===== src/rtl/core/npp_pkg.sv =====
// Shared types and constants for the next-pc predictor with register file.
package npp_pkg;

    // Command codes
    localparam logic [1:0] CMD_PEEK = 2'd0;
    localparam logic [1:0] CMD_POKE = 2'd1;
    localparam logic [1:0] CMD_STEP = 2'd2;

    // Register file layout
    localparam int unsigned NUM_REGS = 13;
    localparam int unsigned REG_IDX_W = 4;
    localparam logic [REG_IDX_W-1:0] REG_CCR = 4'd8;
    localparam logic [REG_IDX_W-1:0] REG_PC = 4'd9;

    // Condition code bits within ccr
    localparam int unsigned FLAG_C = 0;
    localparam int unsigned FLAG_V = 1;
    localparam int unsigned FLAG_Z = 2;
    localparam int unsigned FLAG_N = 3;

    // Absolute targets taken from memory or the instruction are 24-bit addresses
    localparam logic [31:0] ADDR_MASK = 32'h00ff_ffff;

    // Register file context handed to the predictor
    typedef struct packed {
        logic [31:0] pc;
        logic [3:0]  flags;
        logic [31:0] sel_reg;
    } npp_ctx_t;

endpackage


===== src/rtl/core/npp_predict.sv =====
// Combinational next-instruction-address decode from opcode bytes and register context.
module npp_predict
    import npp_pkg::*;
(
    input  npp_ctx_t    ctx,
    input  logic [31:0] instr_bytes,
    input  logic [31:0] memory_word,
    output logic [31:0] dest
);

    logic [7:0]  b0;
    logic [7:0]  b1;
    logic [7:0]  b2;
    logic [7:0]  b3;
    logic [3:0]  hi;
    logic [31:0] disp8;
    logic [31:0] disp16;
    logic [31:0] offset;
    logic [31:0] abs_val;
    logic        use_abs;

    // Branch condition test against ccr flags
    function automatic logic cond_holds(input logic [3:0] cond, input logic [3:0] f);
        logic c;
        logic v;
        logic z;
        logic n;
        logic res;
        c = f[FLAG_C];
        v = f[FLAG_V];
        z = f[FLAG_Z];
        n = f[FLAG_N];
        case (cond)
            4'h0: res = 1'b1;
            4'h1: res = 1'b0;
            4'h2: res = !(c || z);
            4'h3: res = c || z;
            4'h4: res = !c;
            4'h5: res = c;
            4'h6: res = !z;
            4'h7: res = z;
            4'h8: res = !v;
            4'h9: res = v;
            4'ha: res = !n;
            4'hb: res = n;
            4'hc: res = (n == v);
            4'hd: res = (n != v);
            4'he: res = !z && (n == v);
            default: res = z || (n != v);
        endcase
        return res;
    endfunction

    assign b0 = instr_bytes[31:24];
    assign b1 = instr_bytes[23:16];
    assign b2 = instr_bytes[15:8];
    assign b3 = instr_bytes[7:0];
    assign hi = b1[7:4];

    // Signed displacements, already including the instruction length
    assign disp8  = {{24{b1[7]}}, b1} + 32'd2;
    assign disp16 = {{16{instr_bytes[15]}}, instr_bytes[15:0]} + 32'd4;

    // Opcode decode: either a pc-relative offset or an absolute target
    always_comb
    begin
        use_abs = 1'b0;
        abs_val = '0;
        offset  = 32'd2;
        case (b0) inside
            8'h01:
            begin
                if (hi == 4'h0 || hi == 4'h4)
                begin
                    case (b2)
                        8'h6b: offset = b3[1] ? 32'd8 : 32'd6;
                        8'h6f: offset = 32'd6;
                        8'h78: offset = 32'd10;
                        default: offset = 32'd4;
                    endcase
                end
                else if (hi == 4'h8 || hi == 4'ha)
                begin
                    offset = 32'd2;
                end
                else
                begin
                    offset = 32'd4;
                end
            end
            [8'h00:8'h3f]: offset = 32'd2;
            [8'h40:8'h4f]: offset = cond_holds(b0[3:0], ctx.flags) ? disp8 : 32'd2;
            8'h54, 8'h56, 8'h5b, 8'h5f:
            begin
                use_abs = 1'b1;
                abs_val = memory_word & ADDR_MASK;
            end
            8'h55: offset = disp8;
            8'h58: offset = cond_holds(hi, ctx.flags) ? disp16 : 32'd4;
            8'h59, 8'h5d:
            begin
                use_abs = 1'b1;
                abs_val = ctx.sel_reg;
            end
            8'h5a, 8'h5e:
            begin
                use_abs = 1'b1;
                abs_val = instr_bytes & ADDR_MASK;
            end
            8'h5c: offset = disp16;
            8'h6a, 8'h6b:
            begin
                if (hi == 4'h1 || hi == 4'h2 || hi == 4'ha)
                begin
                    offset = 32'd6;
                end
                else if (hi == 4'h3)
                begin
                    offset = 32'd8;
                end
                else
                begin
                    offset = 32'd4;
                end
            end
            8'h6e, 8'h6f: offset = 32'd4;
            8'h78: offset = 32'd8;
            8'h7a: offset = 32'd6;
            8'h79, [8'h7b:8'h7f]: offset = 32'd4;
            default: offset = 32'd2;
        endcase
    end

    assign dest = use_abs ? abs_val : (ctx.pc + offset);

endmodule


===== src/rtl/core/next_pc_predictor_with_register_file_unit.sv =====
// Top level: register file with peek, poke and next-pc prediction, input and result registers.
// Each item passes an input register, then register file access and opcode decode,
// then the result register. A new item is taken every cycle while the result side
// keeps up. A result stall holds the result register first, then backs up into the
// input register and stalls the input. A poke is written as its item enters the
// result register, so the very next item sees it. All thirteen registers read as
// zero after reset.
module next_pc_predictor_with_register_file_unit
    import npp_pkg::*;
(
    input  logic        clk,
    input  logic        rst_n,
    input  logic        in_valid,
    output logic        in_stall,
    input  logic [1:0]  cmd,
    input  logic [3:0]  reg_id,
    input  logic [31:0] write_value,
    input  logic [31:0] instr_bytes,
    input  logic [31:0] memory_word,
    output logic        out_valid,
    input  logic        out_stall,
    output logic [31:0] read_value,
    output logic        id_valid,
    output logic [31:0] step_dest
);

    // Input stage
    logic        s1_valid_reg;
    logic        s1_valid_next;
    logic [1:0]  s1_cmd_reg;
    logic [3:0]  s1_id_reg;
    logic [31:0] s1_wv_reg;
    logic [31:0] s1_ib_reg;
    logic [31:0] s1_mem_reg;

    // Register file
    logic [31:0] rf_reg [NUM_REGS];

    // Result stage
    logic        out_valid_reg;
    logic        out_valid_next;
    logic [31:0] read_value_reg;
    logic [31:0] read_value_next;
    logic        id_valid_reg;
    logic        id_valid_next;
    logic [31:0] step_dest_reg;
    logic [31:0] step_dest_next;

    logic                 advance;
    logic                 in_xfer;
    logic                 id_ok;
    logic [REG_IDX_W-1:0] rd_idx;
    logic [31:0]          rd_data;
    logic                 rf_we;
    npp_ctx_t             ctx;
    logic [31:0]          pred_dest;

    // Flow control: result register frees up when empty or being taken
    assign advance  = !out_valid_reg || !out_stall;
    assign in_stall = s1_valid_reg && !advance;
    assign in_xfer  = in_valid && !in_stall;

    assign s1_valid_next = in_stall ? s1_valid_reg : in_valid;

    always_ff @(posedge clk or negedge rst_n)
    begin
        if (!rst_n)
        begin
            s1_valid_reg <= 1'b0;
        end
        else
        begin
            s1_valid_reg <= s1_valid_next;
        end
    end

    always_ff @(posedge clk)
    begin
        if (in_xfer)
        begin
            s1_cmd_reg <= cmd;
            s1_id_reg  <= reg_id;
            s1_wv_reg  <= write_value;
            s1_ib_reg  <= instr_bytes;
            s1_mem_reg <= memory_word;
        end
    end

    // Register file read: peek id, or the jump register selector on step
    assign id_ok  = (s1_id_reg < REG_IDX_W'(NUM_REGS));
    assign rd_idx = (s1_cmd_reg == CMD_STEP) ? {1'b0, s1_ib_reg[22:20]} : s1_id_reg;
    assign rd_data = (rd_idx < REG_IDX_W'(NUM_REGS)) ? rf_reg[rd_idx] : '0;

    // Predictor context
    assign ctx.pc      = rf_reg[REG_PC];
    assign ctx.flags   = rf_reg[REG_CCR][3:0];
    assign ctx.sel_reg = rd_data;

    npp_predict u_predict (
        .ctx         (ctx),
        .instr_bytes (s1_ib_reg),
        .memory_word (s1_mem_reg),
        .dest        (pred_dest)
    );

    // Poke writes as the item moves into the result register
    assign rf_we = s1_valid_reg && advance && (s1_cmd_reg == CMD_POKE) && id_ok;

    always_ff @(posedge clk or negedge rst_n)
    begin
        if (!rst_n)
        begin
            for (int i = 0; i < NUM_REGS; i++)
            begin
                rf_reg[i] <= '0;
            end
        end
        else if (rf_we)
        begin
            rf_reg[s1_id_reg] <= s1_wv_reg;
        end
    end

    // Result values
    always_comb
    begin
        read_value_next = '0;
        id_valid_next   = 1'b0;
        step_dest_next  = '0;
        case (s1_cmd_reg)
            CMD_PEEK:
            begin
                id_valid_next   = id_ok;
                read_value_next = id_ok ? rd_data : '0;
            end
            CMD_POKE: id_valid_next = id_ok;
            CMD_STEP: step_dest_next = pred_dest;
            default:
            begin
                read_value_next = '0;
            end
        endcase
    end

    assign out_valid_next = advance ? s1_valid_reg : out_valid_reg;

    always_ff @(posedge clk or negedge rst_n)
    begin
        if (!rst_n)
        begin
            out_valid_reg <= 1'b0;
        end
        else
        begin
            out_valid_reg <= out_valid_next;
        end
    end

    always_ff @(posedge clk)
    begin
        if (advance && s1_valid_reg)
        begin
            read_value_reg <= read_value_next;
            id_valid_reg   <= id_valid_next;
            step_dest_reg  <= step_dest_next;
        end
    end

    assign out_valid  = out_valid_reg;
    assign read_value = read_value_reg;
    assign id_valid   = id_valid_reg;
    assign step_dest  = step_dest_reg;

endmodule


===== config.mk =====
export PLATFORM = sky130hd
export DESIGN_NAME = next_pc_predictor_with_register_file_unit
export DESIGN_NICKNAME = d
export VERILOG_FILES = /design/src/rtl/core/npp_pkg.sv /design/src/rtl/core/npp_predict.sv /design/src/rtl/core/next_pc_predictor_with_register_file_unit.sv
export SDC_FILE = /design/constraint.sdc
export NUM_CORES = 1
export LEC_CHECK = 0
export ABC_CLOCK_PERIOD_IN_PS = 9850
export BUFFER_PORTS_ARGS = -buffer_cell sky130_fd_sc_hd__buf_2
export CORE_MARGIN = 3
export CORE_UTILIZATION = 30
export CTS_BUF_LIST = sky130_fd_sc_hd__clkbuf_4 sky130_fd_sc_hd__clkbuf_8 sky130_fd_sc_hd__clkbuf_16
export DETAILED_ROUTE_END_ITERATION = 8
export MAX_ROUTING_LAYER = met4
export PLACE_DENSITY = 0.46
export SYNTH_ARGS = -nofsm -noshare
export SYNTH_HDL_FRONTEND = slang
export SYNTH_HIERARCHICAL = 1
export SYNTH_SLANG_ARGS = --single-unit

===== constraint.sdc =====
create_clock -name clk -period 9.85 [get_ports clk]
set_input_delay 0.4925 -clock clk [delete_from_list [all_inputs] [get_ports clk]]
set_output_delay 0.4925 -clock clk [all_outputs]
set_load 0.01 [all_outputs]

==> impl_results.md <==
* Worst path cell trace: or3_1 > o21ai_0 > a221oi_1 > o211ai_1 > a21o_1 > nand2_1 > o21ai_0 > a21oi_1 > nor2_1 > ha_1 > a21oi_1 > o221ai_1 > a31oi_2 > o221ai_1 > a31oi_1 > o21ai_1 > a31oi_1 > xor2_1 > o21ai_0 > and2_1
* WL/cell at around 25 um
* Clock power share at 0.418
* Core ar. at roughly 97,000 um2
* Clk_skew at about 0.033 ns
* Number of synthesis warnings at 6
* Logic pwr share at 0.131
* Vias per cell at between 5 and 6
* CP max stage delay at ~0.64 ns
* Number of I/O pins at ~170
* Max reg flops at 380
* Antenna Nets Post-Route at 0
* Number of fill cells at around 9,400
* Cell depth of the worst flop-to-flop path at 20
* Number of remaining DRC errors at 0
* Post-CTS Setup Bufs at 0
* Reg power frac at 0.451
* Max-slew violation count at 0
* Die area at slightly above 100,000 um2
* Crit-path max FO at 13
* Gr usage total at 0.188
* Placed wire-length estimate at 61,700 um
* CTS Buf Count at between 70 and 80
* Sw power at 0.00172 W
* Share of layout cells above drive strength 1 at 0.366
* Slowest cell on the critical path: edfxtp_1
* Pwr Density at approximately 190 nW/um2
* DR iter-0 viols at approximately 1,400
* Pin count of the biggest net entering global routing at between 150 and 200
* Post-synthesis cell count at between 2,000 and 2,500
* Clk sink count at around 580
* Clock Latency Late Sink at approximately 0.63 ns
* Fin. Hold Viols at 0
* Drt pass-1 iters at 5
* Critical Path End Type: flip-flop
* Max clock buf depth at 3
* Via Count at 20,183
* TritonCTS clock tree: built
* Fin util at 0.350
* Switching Share at 0.266
* Setup CP Type: flip-flop to flip-flop
* Tot Pwr at ~0.0065 W
* Worst Max-Slew Pin Slew at approximately 1.1 ns
* VDD IR max at 0.000102 V
* Max cap viols at 0
* Crit path DAT at 6.05 ns
* Hold/Removal Path Class: input port to async pin
* Initial antenna violation count at 1
* GRT Residual Overflow at 0
* Top cell by count, worst path: o21ai_0
* CP startpoint kind: flip-flop
* Leak at 14.4 nW
* PortBufs at roughly 160
* Area grow syn2layout at 15.6%
* Net Count, Synth at roughly 2,500
* Cell area after synthesis at around 29,000 um2
* # setup viols final at 0
* Total wire length at 94,100 um
* First-pass GRT wire length at 140,000 um
* Vias in the first global route at 20,996
* Fmax at 176 MHz
* RSZ-0062 raised after global routing: no
* Die height at ~320 um
* Fin crit period at roughly 5.7 ns
* Gpl congestion at 0.891
* Resized Gates After CTS at 0
* Slew HR at 0.250
* Die width at roughly 320 um
* Internal at between 0.004 and 0.005 W
* Outcome: finished clean
* Layout net count at ~2,600
* H-tree depth at 3
* Final setup TNS at 0 ns
* Required time worst endpoint at around 10 ns
* Syn_area_per_cell at ~12 um2
* Clock transition at path regs at ~0.06 ns
* Multi-input gate area at between 10,000 and 15,000 um2
* Reg area at between 15,000 and 20,000 um2
* Row cnt at approximately 110
* Final worst-path cycle share at 0.576
* Initial Util at 0.303
* CTS Hold Bufs at 3
* Clock Root Buffer: clkbuf_16
critical path: cells and delay by family (launching register included):
kind | cells | cell delay (ns)
AOI/OAI and AO/OA | 14 | 3.10
and+or+nand+nor | 4 | 1.15
DFF | 1 | 0.64
adders and majority gates | 1 | 0.36
xor gates and xnor gates | 1 | 0.15
layer usage:
layer | track usage | up-vias | part of all wire
li1 | - | 9037 | -
met1 | 0.237 | 10559 | 0.44
met2 | 0.319 | 468 | 0.50
met3 | 0.0249 | 119 | 0.035
met4 | 0.0476 | 0 | 0.021
met5 | - | - | 0
power by group through the flow:
stage                     registers, W  clock network (W)  logic (W)
final                          0.00292            0.00271   0.000851
after global routing           0.00296            0.00288   0.000928
after CTS                      0.00293            0.00279   0.000863
after detailed placement       0.00297                  0   0.000859
after global placement         0.00295                  0   0.000838
after floorplan                0.00288                  0   0.000591
area by class of cell:
type | count | share of cell area
Inverter | 48 | 0.00532
Clock buffer | 98 | 0.0602
Multi-Input combinational cell | 1529 | 0.390
Timing Repair Buffer | 213 | 0.0360
Tap cell | 1276 | 0.0471
Sequential cell | 577 | 0.450
Antenna cell | 1 | 0.0000739
Clock inverter | 33 | 0.0119
through the flow:
step | area (um2) | worst slack (ns) | instances | hold WS, ns
after floorplan | 29300 | 5.62 | 2347 | 0.197
after global placement | 31400 | 4.33 | 3640 | 0.464
after detailed placement | 31400 | 4.35 | 3640 | 0.474
after CTS | 33900 | 4.31 | 3774 | 0.0000654
after global routing | 33900 | 3.87 | 3774 | 0.00519
final | 33900 | 4.18 | 3775 | 0.0113
final timing paths:
kind / slack (ns) / to / from
max in group asynchronous: 7.53 / s1_valid_reg / rst_n
worst max-delay path: 4.18 / step_dest[24] / s1_ib_reg[23]
min in group clk: 0.04 / s1_id_reg[2] / reg_id[2]
worst min-delay path: 0.01 / rf_reg[182] / rst_n
worst max register to register: 4.18 / step_dest[24] / s1_ib_reg[23]
worst min register to register: 0.48 / rf_reg[357] / rf_reg[357]
cells in the final DEF (no fill, tap or decap), types with 8 or more instances in the layout:
| master | count |
|---|---|
| o21ai_0 | 55 |
| a222oi_1 | 8 |
| clkbuf_16 | 72 |
| and2_1 | 35 |
| mux2i_1 | 88 |
| buf_4 | 45 |
| clkbuf_4 | 19 |
| o21ai_1 | 8 |
| nor2b_1 | 20 |
| xnor2_1 | 26 |
| mux2_2 | 504 |
| nor4bb_1 | 32 |
| inv_1 | 48 |
| dfrtp_1 | 418 |
| a211oi_1 | 67 |
| nand3b_1 | 35 |
| a22oi_1 | 30 |
| nand2_1 | 70 |
| clkinv_2 | 13 |
| nand2b_1 | 17 |
| a31oi_1 | 65 |
| buf_2 | 163 |
| ha_1 | 33 |
| nand3_1 | 55 |
| o311ai_0 | 16 |
| a21oi_1 | 100 |
| o211ai_1 | 25 |
| nor2_1 | 52 |
| o221a_2 | 30 |
| o311ai_1 | 16 |
| edfxtp_1 | 159 |
| xor2_1 | 22 |
No activity file was read; power rests on OpenSTA's default activity.
